File: src/ogpd_pkg.sv
// shared types and constants of the ogg page deframer
package ogpd_pkg;

	// parser phase
	typedef enum logic [1:0] {
		PH_HEADER = 2'd0,
		PH_TABLE  = 2'd1,
		PH_BODY   = 2'd2
	} phase_t;

	localparam int unsigned HDR_LEN = 27;
	localparam int unsigned CAPTURE_LEN = 4;
	localparam logic [4:0] HDR_CAPTURE_END = 5'(CAPTURE_LEN);
	localparam logic [4:0] HDR_FLAGS_POS = 5'd5;
	localparam logic [4:0] HDR_LAST_POS = 5'(HDR_LEN - 1);
	localparam logic [7:0] FULL_SEG = 8'd255;
	localparam logic [7:0] CAPTURE_O = 8'h4F;
	localparam logic [7:0] CAPTURE_G = 8'h67;
	localparam logic [7:0] CAPTURE_S = 8'h53;

	// one stored segment: a non-zero length and the zero-length segments behind it
	typedef struct packed {
		logic [7:0] len;
		logic [7:0] zeros;
	} seg_entry_t;

	localparam int unsigned ENTRY_W = $bits(seg_entry_t);

	// one result beat
	typedef struct packed {
		logic       data_valid;
		logic [7:0] data_byte;
		logic [7:0] packet_ends;
		logic       page_end;
		logic       page_continued;
		logic       capture_error;
	} result_t;

	// expected capture pattern byte at a header position
	function automatic logic [7:0] capture_byte(input logic [1:0] pos);
		logic [7:0] b;
		unique case (pos)
			2'd0: b = CAPTURE_O;
			2'd1: b = CAPTURE_G;
			2'd2: b = CAPTURE_G;
			default: b = CAPTURE_S;
		endcase
		return b;
	endfunction

endpackage

File: src/ogpd_ram.sv
// generic single write port, single read port ram with registered read
module ogpd_ram #(
	parameter int unsigned WIDTH = 16,
	parameter int unsigned DEPTH = 255
) (
	input  logic                                        clk,
	input  logic                                        we,
	input  logic [((DEPTH > 1) ? $clog2(DEPTH) : 1)-1:0] waddr,
	input  logic [WIDTH-1:0]                            wdata,
	input  logic                                        re,
	input  logic [((DEPTH > 1) ? $clog2(DEPTH) : 1)-1:0] raddr,
	output logic [WIDTH-1:0]                            rdata
);
	logic [WIDTH-1:0] mem [DEPTH];

	always_ff @(posedge clk) begin
		if (we) begin
			mem[waddr] <= wdata;
		end
		if (re) begin
			rdata <= mem[raddr];
		end
	end
endmodule

File: src/ogg_page_packet_deframer_unit.sv
// ogg page deframer top level: header check, segment table store, body pass-through
//
// usage
// - input channel: one stream byte per beat on byte_in, in_valid / in_stall
// - output channel: one result beat per body byte, and one per header or table
//   byte that raises a capture error, closes a page or closes packets
// - a result leaves in the cycle after its byte is taken, from an output register
// - throughput is one byte per cycle while out_stall does not hold the output: each
//   segment needs a single read of the segment ram, issued as the previous
//   segment's last byte is taken, so no byte waits on the ram's registered read
// - zero-length segments are folded into the preceding non-zero entry while the
//   table loads (leading ones into a counter), so their endings come out on the
//   same beat as the byte before them
// - when the output register holds a beat and out_stall is high, in_stall rises
//   and no byte is taken until the beat leaves
// - after reset the parser hunts for a capture pattern; the ram needs no clearing
//   pass, every entry is written before a body byte reads it
module ogg_page_packet_deframer_unit #(
	parameter int unsigned MAX_SEGMENTS = 255
) (
	input  logic       clk,
	input  logic       arst_n,
	input  logic       in_valid,
	output logic       in_stall,
	input  logic [7:0] byte_in,
	output logic       out_valid,
	input  logic       out_stall,
	output logic       data_valid,
	output logic [7:0] data_byte,
	output logic [7:0] packet_ends,
	output logic       page_end,
	output logic       page_continued,
	output logic       capture_error
);
	import ogpd_pkg::*;

	// ram address width and a count wide enough to hold MAX_SEGMENTS itself
	localparam int unsigned AW = (MAX_SEGMENTS > 1) ? $clog2(MAX_SEGMENTS) : 1;
	localparam int unsigned CW = $clog2(MAX_SEGMENTS + 1);
	localparam logic [7:0] SEG_LIMIT = 8'(MAX_SEGMENTS);

	// parser state
	phase_t        phase_q, phase_d;
	logic [4:0]    hp_q, hp_d;           // header byte position
	logic [7:0]    seg_cnt_q, seg_cnt_d; // segments on this page, saturated
	logic [7:0]    seg_idx_q, seg_idx_d; // table byte being loaded
	logic [7:0]    lead_q, lead_d;       // zero-length segments ahead of the first real one
	logic [7:0]    zrun_q, zrun_d;       // zeros behind the last non-zero segment
	logic [7:0]    prev_len_q, prev_len_d;
	logic [CW-1:0] nz_q, nz_d;           // non-zero segments stored
	logic [AW-1:0] cur_q, cur_d;         // entry being passed through
	logic [7:0]    rem_q, rem_d;         // body bytes left in this segment
	logic          first_q, first_d;     // segment length still only at the ram output
	logic          cont_q, cont_d;

	// bypass for an entry written in the cycle it is first read
	logic          fwd_sel_q, fwd_sel_d;
	seg_entry_t    fwd_q, fwd_d;

	// ram ports
	logic              ram_we;
	logic [AW-1:0]     ram_waddr;
	seg_entry_t        ram_wdata;
	logic              ram_re;
	logic [AW-1:0]     ram_raddr;
	logic [ENTRY_W-1:0] ram_rdata;

	// output register
	logic    out_valid_q;
	result_t res_q;
	result_t res;
	logic    emit;
	logic    accept;

	// body scratch
	seg_entry_t    entry;
	logic [7:0]    rem_cur;
	logic [7:0]    rem_dec;
	logic [CW-1:0] nz_minus;
	logic          last_seg;

	ogpd_ram #(
		.WIDTH(ENTRY_W),
		.DEPTH(MAX_SEGMENTS)
	) u_seg_ram (
		.clk  (clk),
		.we   (ram_we),
		.waddr(ram_waddr),
		.wdata(ram_wdata),
		.re   (ram_re),
		.raddr(ram_raddr),
		.rdata(ram_rdata)
	);

	assign in_stall = out_valid_q & out_stall;
	assign accept   = in_valid & ~in_stall;

	assign entry    = fwd_sel_q ? fwd_q : seg_entry_t'(ram_rdata);
	assign rem_cur  = first_q ? entry.len : rem_q;
	assign rem_dec  = rem_cur - 8'd1;
	assign nz_minus = nz_q - CW'(1);
	assign last_seg = (CW'(cur_q) == nz_minus);

	always_comb begin
		phase_d    = phase_q;
		hp_d       = hp_q;
		seg_cnt_d  = seg_cnt_q;
		seg_idx_d  = seg_idx_q;
		lead_d     = lead_q;
		zrun_d     = zrun_q;
		prev_len_d = prev_len_q;
		nz_d       = nz_q;
		cur_d      = cur_q;
		rem_d      = rem_q;
		first_d    = first_q;
		cont_d     = cont_q;
		fwd_sel_d  = fwd_sel_q;
		fwd_d      = fwd_q;
		ram_we     = 1'b0;
		ram_waddr  = '0;
		ram_wdata  = '0;
		ram_re     = 1'b0;
		ram_raddr  = '0;
		emit       = 1'b0;
		res        = '0;

		if (accept) begin
			unique case (phase_q)
				PH_TABLE: begin
					if (byte_in != 8'd0) begin
						// new non-zero segment opens an entry
						ram_we     = 1'b1;
						ram_waddr  = nz_q[AW-1:0];
						ram_wdata  = '{len: byte_in, zeros: 8'd0};
						prev_len_d = byte_in;
						zrun_d     = 8'd0;
						nz_d       = nz_q + CW'(1);
					end else if (nz_q == '0) begin
						lead_d = lead_q + 8'd1;
					end else begin
						// fold the zero into the entry before it
						ram_we    = 1'b1;
						ram_waddr = nz_minus[AW-1:0];
						ram_wdata = '{len: prev_len_q, zeros: zrun_q + 8'd1};
						zrun_d    = zrun_q + 8'd1;
					end
					seg_idx_d = seg_idx_q + 8'd1;
					if (seg_idx_d == seg_cnt_q) begin
						if (nz_d == '0) begin
							// only empty packets on this page
							emit             = 1'b1;
							res.packet_ends  = lead_d;
							res.page_end     = 1'b1;
							phase_d          = PH_HEADER;
							hp_d             = '0;
						end else begin
							emit            = (lead_d != 8'd0);
							res.packet_ends = lead_d;
							phase_d         = PH_BODY;
							cur_d           = '0;
							first_d         = 1'b1;
							ram_re          = 1'b1;
							ram_raddr       = '0;
							fwd_sel_d       = ram_we && (ram_waddr == '0);
							fwd_d           = ram_wdata;
						end
					end
				end
				PH_BODY: begin
					emit           = 1'b1;
					res.data_valid = 1'b1;
					res.data_byte  = byte_in;
					first_d        = 1'b0;
					rem_d          = rem_dec;
					if (rem_dec == 8'd0) begin
						// segment done: short segment ends a packet, folded zeros
						// end one each, an open packet is closed at page end
						res.packet_ends = {7'd0, entry.len != FULL_SEG} + entry.zeros
							+ {7'd0, last_seg && (entry.len == FULL_SEG)
								&& (entry.zeros == 8'd0)};
						if (last_seg) begin
							res.page_end = 1'b1;
							phase_d      = PH_HEADER;
							hp_d         = '0;
						end else begin
							cur_d     = cur_q + AW'(1);
							ram_re    = 1'b1;
							ram_raddr = cur_q + AW'(1);
							first_d   = 1'b1;
							fwd_sel_d = 1'b0;
						end
					end
				end
				default: begin
					// header phase, also taken for the unused phase code
					phase_d = PH_HEADER;
					if (hp_q < HDR_CAPTURE_END) begin
						if (byte_in != capture_byte(hp_q[1:0])) begin
							// resync, an 'O' may already start the next pattern
							hp_d              = (byte_in == CAPTURE_O) ? 5'd1 : 5'd0;
							emit              = 1'b1;
							res.capture_error = 1'b1;
						end else begin
							hp_d = hp_q + 5'd1;
						end
					end else if (hp_q == HDR_LAST_POS) begin
						seg_cnt_d = (byte_in > SEG_LIMIT) ? SEG_LIMIT : byte_in;
						hp_d      = '0;
						seg_idx_d = 8'd0;
						nz_d      = '0;
						lead_d    = 8'd0;
						zrun_d    = 8'd0;
						if (seg_cnt_d == 8'd0) begin
							emit         = 1'b1;
							res.page_end = 1'b1;
						end else begin
							phase_d = PH_TABLE;
						end
					end else begin
						if (hp_q == HDR_FLAGS_POS) begin
							cont_d = byte_in[0];
						end
						hp_d = hp_q + 5'd1;
					end
				end
			endcase
		end
		res.page_continued = cont_d;
	end

	always_ff @(posedge clk or negedge arst_n) begin
		if (!arst_n) begin
			phase_q     <= PH_HEADER;
			hp_q        <= '0;
			seg_cnt_q   <= '0;
			seg_idx_q   <= '0;
			lead_q      <= '0;
			zrun_q      <= '0;
			nz_q        <= '0;
			cur_q       <= '0;
			rem_q       <= '0;
			first_q     <= 1'b0;
			cont_q      <= 1'b0;
			fwd_sel_q   <= 1'b0;
			out_valid_q <= 1'b0;
		end else begin
			phase_q   <= phase_d;
			hp_q      <= hp_d;
			seg_cnt_q <= seg_cnt_d;
			seg_idx_q <= seg_idx_d;
			lead_q    <= lead_d;
			zrun_q    <= zrun_d;
			nz_q      <= nz_d;
			cur_q     <= cur_d;
			rem_q     <= rem_d;
			first_q   <= first_d;
			cont_q    <= cont_d;
			fwd_sel_q <= fwd_sel_d;
			if (accept && emit) begin
				out_valid_q <= 1'b1;
			end else if (!out_stall) begin
				out_valid_q <= 1'b0;
			end
		end
	end

	// payload registers
	always_ff @(posedge clk) begin
		prev_len_q <= prev_len_d;
		fwd_q      <= fwd_d;
		if (accept && emit) begin
			res_q <= res;
		end
	end

	assign out_valid      = out_valid_q;
	assign data_valid     = res_q.data_valid;
	assign data_byte      = res_q.data_byte;
	assign packet_ends    = res_q.packet_ends;
	assign page_end       = res_q.page_end;
	assign page_continued = res_q.page_continued;
	assign capture_error  = res_q.capture_error;

	// body is only entered with at least one stored entry, and stays within them
	assert property (@(posedge clk) disable iff (!arst_n)
		phase_q == PH_BODY |-> (nz_q != '0) && (CW'(cur_q) < nz_q))
		else $error("body entry index outside stored segments");

	// table loading never runs past the segment count
	assert property (@(posedge clk) disable iff (!arst_n)
		phase_q == PH_TABLE |-> seg_idx_q < seg_cnt_q)
		else $error("table index beyond segment count");

	// a capture error beat carries no body byte, page end or packet endings
	assert property (@(posedge clk) disable iff (!arst_n)
		out_valid && capture_error |-> !data_valid && !page_end && (packet_ends == 8'd0))
		else $error("capture error beat with body or ending fields");

	// a body byte that closes a page always closes at least one packet
	assert property (@(posedge clk) disable iff (!arst_n)
		out_valid && data_valid && page_end |-> packet_ends != 8'd0)
		else $error("page closed on body byte without packet ending");
endmodule
File: config.mk
export PLATFORM = sky130hd
export DESIGN_NAME = ogg_page_packet_deframer_unit
export DESIGN_NICKNAME = d
export VERILOG_FILES = /design/src/ogpd_pkg.sv /design/src/ogpd_ram.sv /design/src/ogg_page_packet_deframer_unit.sv
export SDC_FILE = /design/constraint.sdc
export NUM_CORES = 2
export LEC_CHECK = 0
export BUFFER_PORTS_ARGS = -buffer_cell sky130_fd_sc_hd__buf_2
export CAP_MARGIN = 20
export CORE_MARGIN = 5
export CORE_UTILIZATION = 45
export DETAILED_ROUTE_END_ITERATION = 16
export GPL_ROUTABILITY_DRIVEN = 0
export SYNTH_ARGS = -nofsm -noshare
export SYNTH_HDL_FRONTEND = slang
export SYNTH_HIERARCHICAL = 1
export SYNTH_SLANG_ARGS = --single-unit
File: constraint.sdc
create_clock -name clk -period 14.59 [get_ports clk]
set_input_delay 1.459 -clock clk [delete_from_list [all_inputs] [get_ports clk]]
set_output_delay 1.459 -clock clk [all_outputs]
set_load 0.02 [all_outputs]
## Yosys cells after proc, flatten, opt, wreduce, memory -nomap -nowiden

Memory sizes are Yosys's and may differ from the RTL's. A register that Yosys moved wholly into a read port is not among the register bits.
Index checks and enable logic that the tools add are counted.

| word-level totals | value |
|---|---|
| logic and storage cells | 195 |
| flip-flop bits (word level) | 111 |
| output and inout port bits | 22 |
| bits of input ports | 12 |
| bits in writable memories | 4080 |
| memories kept | 1 |

| cells by class | value |
|---|---|
| add/subtract/negate cells | 10 |
| order comparisons | 2 |
| equality and inequality tests | 21 |
| muxes and demuxes | 103 |
| bitwise logic cells | 8 |
| reductions and logical operators | 28 |

Memories:

| name | depth | width | rd ports | clocked after Yosys merged registers in | write ports | RTL line | source |
|---|---|---|---|---|---|---|---|
| u_seg_ram.mem | 255 | 16 | 1 | 1 | 1 | ogpd_ram.sv:14 | `logic [WIDTH-1:0] mem [DEPTH];` |

Operators with widths:

| kind | number |
|---|---|
| $mux W8 | 30 |
| $pmux W8 S2 | 6 |
| $mux W16 | 5 |
| $logic_not A8 Y1 | 6 |
| $add A8 B1 Y8 const B | 5 |
| $mux W1 | 40 |
| $mux W5 | 7 |
| $mux W9 | 3 |
| $reduce_and A4 Y1 | 5 |
| $eq A8 B8 Y1 | 2 |
| $reduce_bool A8 Y1 | 2 |
| $sub A8 B1 Y8 const B | 2 |
| $ne A2 B2 Y1 const B | 6 |
| $pmux W6 S2 | 1 |
| $pmux W1 S2 | 5 |
| $pmux W5 S2 | 1 |
| $reduce_and A5 Y1 | 2 |
| $add A1 B8 Y8 | 1 |
| $add A8 B1 Y8 | 1 |
| $eq A8 B7 Y1 const B | 1 |
| $eq A8 B8 Y1 const B | 1 |
| $gt A8 B8 Y1 const B | 1 |
| $mux W2 | 4 |
| $ne A8 B8 Y1 | 1 |
| 20 further kinds | 34 |

## Depth between registers and ports, before layout

| depth | value |
|---|---|
| word-level depth | 13 |
| depth in mapped cells | 26 |
| depth with buffers taken out | 17 |

## Cells and area by module

The synthesis kept the hierarchy.

Modules (own cells, without submodules):

| module | cells an instance | area an instance (um^2) | sequential area each (um^2) | times used |
|---|---|---|---|---|
| ogpd_ram | 7801 | 159770.7 | 122998.0 | 1 |
| ogg_page_packet_deframer_unit | 811 | 7219.4 | 2997.9 | 1 |

## Worst setup path before layout

OpenSTA, ideal clock, no wires.

| timing | value |
|---|---|
| kind | input port to flip-flop |
| start | input byte_in[0] |
| end | memory u_seg_ram.mem[0][5], data pin |
| stages | 6 |
| data required time | 12.502 ns |
| setup slack | 0.287 ns |
| library setup time | 2.088 ns |
| arrival | 12.215 ns |
| path buffers | 2 |
| path through | nor4_1 and2_1 clkbuf_1 buf_1 nand2_1 nor3_1 |

RTL lines:

| item | RTL line | source |
|---|---|---|
| start, declared | ogg_page_packet_deframer_unit.sv:25 | `input logic [7:0] byte_in,` |
| end, declared | ogpd_ram.sv:14 |  |

## Worst setup path in the final report

| timing | value |
|---|---|
| start | register fwd_sel_q |
| end | register u_seg_ram.rdata[5], read port of u_seg_ram.mem, data pin |

| on the way | value |
|---|---|
| longest elaborated chain between the ends | 7 |
| elaborated cells on any way between the ends | 10 |
| those cells by class | 1 x add/sub; 8 x mux; 1 x reduce/logical |

Ends and longest elaborated chain:

| item | RTL line | source |
|---|---|---|
| start, declared | ogg_page_packet_deframer_unit.sv:57 | `logic fwd_sel_q, fwd_sel_d;` |
| start signal, assigned | ogg_page_packet_deframer_unit.sv:258 | `fwd_sel_q <= fwd_sel_d;` |
| $mux W16 | ogg_page_packet_deframer_unit.sv:98 | `assign entry = fwd_sel_q ? fwd_q : seg_entry_t'(ram_rdata);` |
| $mux W8 | ogg_page_packet_deframer_unit.sv:99 | `assign rem_cur = first_q ? entry.len : rem_q;` |
| $sub A8 B1 Y8 | ogg_page_packet_deframer_unit.sv:100 | `assign rem_dec = rem_cur - 8'd1;` |
| $logic_not A8 Y1 | ogg_page_packet_deframer_unit.sv:175 | `if (rem_dec == 8'd0) begin` |
| $mux W8 | ogg_page_packet_deframer_unit.sv:175 |  |
| $mux W8 | n/a |  |
| $mux W8 | ogg_page_packet_deframer_unit.sv:127 | `if (accept) begin` |
| net ram_raddr[0] | ogg_page_packet_deframer_unit.sv:65 | `logic [AW-1:0] ram_raddr;` |
| end, declared | ogpd_ram.sv:12 | `output logic [WIDTH-1:0] rdata` |

The timed path passes the listed nets, and every way through them passes these cells.
A chain may end at the register's enable or synchronous reset.

==> metrics.log <==
[metrics] clock-pin slew on the worst setup and hold paths: 0.06 ns
[metrics] share of flip-flops with an asynchronous set or reset: 0.0159
[metrics] number of nets in the synthesized netlist: between 8,000 and 9,000
[metrics] Iter 0 DRT Violations: ~12,000
[metrics] outcome: complete, but fails checks
[metrics] distinct cell type count of the synthesized netlist: 99
[metrics] floorplan row count: around 220
[metrics] CTS root buffer: clkbuf_16
[metrics] number of antenna violations at the first check in global routing: 35
[metrics] # IOs: 34
[metrics] area of the die: around 0.38 mm²
[metrics] total DRC errors in the routed layout: 0
[metrics] WP data required: ~15 ns
[metrics] clock network latency to the later pin of the worst-skew pair: 1.00 ns
[metrics] Vias: between 90,000 and 100k
[metrics] gr ovfl total: 0
[metrics] highest clock rate: approximately 110 MHz
[metrics] detailed-routing iteration count for the pre-antenna-repair pass: 8
[metrics] flip-flop and latch count after synthesis: 4,207
[metrics] setup total negative slack: 0 ns
[metrics] summed area of non-filler cells in the final layout: 0.188 mm²
[metrics] Final Worst Setup Slack: roughly 5.4 ns
[metrics] Worst Path Arrival: 10.01 ns
[metrics] via count of the first global-routing pass: approximately 88,000
[metrics] launching point of the worst reg2reg path: fwd_sel_q
[metrics] commonest register cell after synthesis: edfxtp_1
[metrics] placed standard-cell area: 0.174 mm²
[metrics] Yosys Warn Count: 6
[metrics] type of element launching the critical path: register
[metrics] number of cell instances on the worst register-to-register path: 20
[metrics] vias per cell: between 6 and 7
[metrics] clock buffers created by TritonCTS: about 430
[metrics] total setup violations reported at the end of the flow: 0
[metrics] Tot GR Track Use: 0.254
[metrics] post-detail-place hpwl: between 200 and 300 mm
[metrics] post-DR wirelength/cell: 34.5 µm
[metrics] commonest non-fill, non-tap cell in the layout: edfxtp_1
[metrics] number of hold-slack violations in the final timing report: 0
[metrics] die span in x: 619 µm
[metrics] number of port buffers: 33
[metrics] worst min-delay path startpoint: rem_q[6]
[metrics] Final Skew: approximately 0.061 ns
[metrics] Max Cap Viol: 0
[metrics] clock tree from TritonCTS: done
[metrics] total wire length after detailed routing: about 500 mm
[metrics] placed cell count: 13,527
[metrics] cell leakage power: about 58 nW
[metrics] Hold Path Stages: 2
[metrics] # hold bufs at CTS: 0
[metrics] effective utilization at floorplan: 0.452
[metrics] Final Slew Violations: 89
[metrics] Post-Route Hold Slack: about 0.50 ns
[metrics] launching element of the worst setup path: fwd_sel_q
[metrics] post-synthesis cell area: 0.167 mm²
[metrics] gate count of the mapped netlist: around 8,600
[metrics] number of buffers added for setup after CTS: 0
[metrics] nets: 9,045
[metrics] area of the placeable core: 0.369 mm²
[metrics] kind of capture point of the worst setup path: register
[metrics] slew of the pin with the lowest slew margin: 1.69 ns
[metrics] failing checks: slew limit
[metrics] Gates resized, CTS repair: 0
[metrics] minimum period implied by the final worst setup slack: approximately 9 ns
[metrics] maximum number of pins on one net before global-route repair: 208
[metrics] growth of design area from synthesis to finish: 12.7%
[metrics] number of filler instances in the final layout: 29,450
[metrics] total area of multi-input combinational cells: about 0.038 mm²
[metrics] Max clock buf depth: 4
[metrics] sequential element share of the synthesized area: 0.755
[metrics] area used by sequential logic in the layout: between 0.1 and 0.15 mm²
[metrics] areal power density over the cells: approximately 130 mW/mm²
[metrics] worst-case vdd ir drop: 111 µV
[metrics] worst slack at placement: approximately 5.4 ns
[metrics] H-Tree Level Count: 5
[metrics] global-route wire length before repair: 693 mm
[metrics] syn_area_per_cell: between 15 and 20 µm²
[metrics] share of post-route cells with drive strength above 1: 0.213
[metrics] Hold WC Path Type: register to register
[metrics] Final period util: 0.631
[metrics] largest driver fanout on the critical path: 35
[metrics] EDFF count, synth: around 4,100
[metrics] number of clock sinks: about 4,200
[metrics] max-slew headroom at the worst pin: -0.124
[metrics] Non-Filler Instances: 14,346
[metrics] height of the chip: about 620 µm
[metrics] leading cell types in the layout, fill and taps excluded: edfxtp_1, mux2i_1, mux4_2
[metrics] RSZ-0062 raised after global routing: no
[metrics] ANT nets after route: 0
[metrics] CP Class: register to register
## worst max-delay path, cell delays in order, from the launching register on
cell and delay [ns]:
dfrtp_1 0.95, mux2_2 0.44, mux2i_2 0.31, ha_1 0.36, inv_1 0.15, or3b_2 0.50, mux2i_1 0.17, nor2_1 0.13
or4_1 1.03, nor2_4 0.40, buf_4 0.55, buf_4 0.57, buf_4 0.66, buf_4 0.55, mux2i_1 0.15, o221ai_1 0.30
nor3_1 0.10, or3_1 0.38, a31oi_1 0.60, nand4_1 0.44, o31ai_1 0.18
## layout make-up
cell class,instances,share of cell area
diodes,19,0.000253
clock buffers,526,0.0594
repair buffers,510,0.0233
clock inverters,263,0.0130
multi-input cells,3833,0.201
flip-flops and latches,4207,0.670
inverters,38,0.000825
well taps,4950,0.0329
## final timing paths
check | endpoint | slack, ns
worst max-delay path | u_seg_ram/rdata[5] | 5.39
worst min-delay path | rem_q[6] | 0.50
worst max register to register | u_seg_ram/rdata[5] | 5.39
worst min register to register | rem_q[6] | 0.50
max in group asynchronous | cur_q[6] | 13.23
min in group asynchronous | hp_q[3] | 0.68
## cells by family after synthesis
kind of cell,Yosys count,synth area share
flip-flops,4207,0.755
multiplexers,1453,0.139
AND/OR/NAND/NOR,1200,0.0330
AO/OA/AOI/OAI,1112,0.0463
buffers and inverters,572,0.0233
XOR/XNOR,52,0.00273
adder cells (fa/ha/maj),16,0.00124
## sequential cells by signal (all words and copies together) (netlist names), 2 cells and up
name             count
cur_q                8
data_byte            8
fwd_q               16
hp_q                 5
lead_q               8
nz_q                 8
packet_ends          8
phase_q              2
prev_len_q           8
rem_q                8
seg_cnt_q            8
seg_idx_q            8
u_seg_ram/mem     4080
u_seg_ram/rdata     16
zrun_q               8
## layer usage
| layer | track usage | wire (µm) | up-vias |
|---|---|---|---|
| met5 | 0 | 102 | - |
| met3 | 0.0519 | 52200 | 914 |
| li1 | - | - | 36434 |
| met1 | 0.356 | 190000 | 47965 |
| met2 | 0.393 | 229000 | 5318 |
| met4 | 0.102 | 22700 | 10 |
## through the flow
stage	utilization	power, W
finish	0.509	0.0241
CTS	0.509	0.0242
global placement	0.471	0.0136
global route	0.509	0.0248
floorplan	-	0.0136
detailed placement	0.472	0.0136
## power breakdown
group | internal (W) | switching, W
clock | 0.00612 | 0.00461
combinational | 0.0000934 | 0.000152
sequential | 0.0131 | 0.0000419
## synth_stat cells, types with 29 or more instances
master | instances | area, µm²
o22ai_1 | 146 | 913
edfxtp_1 | 4140 | 124000
mux2_2 | 30 | 338
nor2_1 | 455 | 1710
dfrtp_1 | 67 | 1680
clkbuf_1 | 208 | 781
o221ai_1 | 248 | 2170
nand2_1 | 276 | 1040
nand3_1 | 115 | 576
buf_2 | 108 | 541
buf_4 | 57 | 428
buf_6 | 65 | 732
nor2b_1 | 30 | 188
nand4_1 | 48 | 300
buf_1 | 29 | 109
inv_1 | 37 | 139
a31oi_1 | 38 | 238
buf_8 | 30 | 450
buf_12 | 35 | 701
mux4_2 | 666 | 15000
a211oi_1 | 55 | 413
o21ai_0 | 145 | 726
nor3_1 | 108 | 541
a21oi_1 | 227 | 1140
mux2i_1 | 736 | 7370
Power figures use the tool's default switching activity.
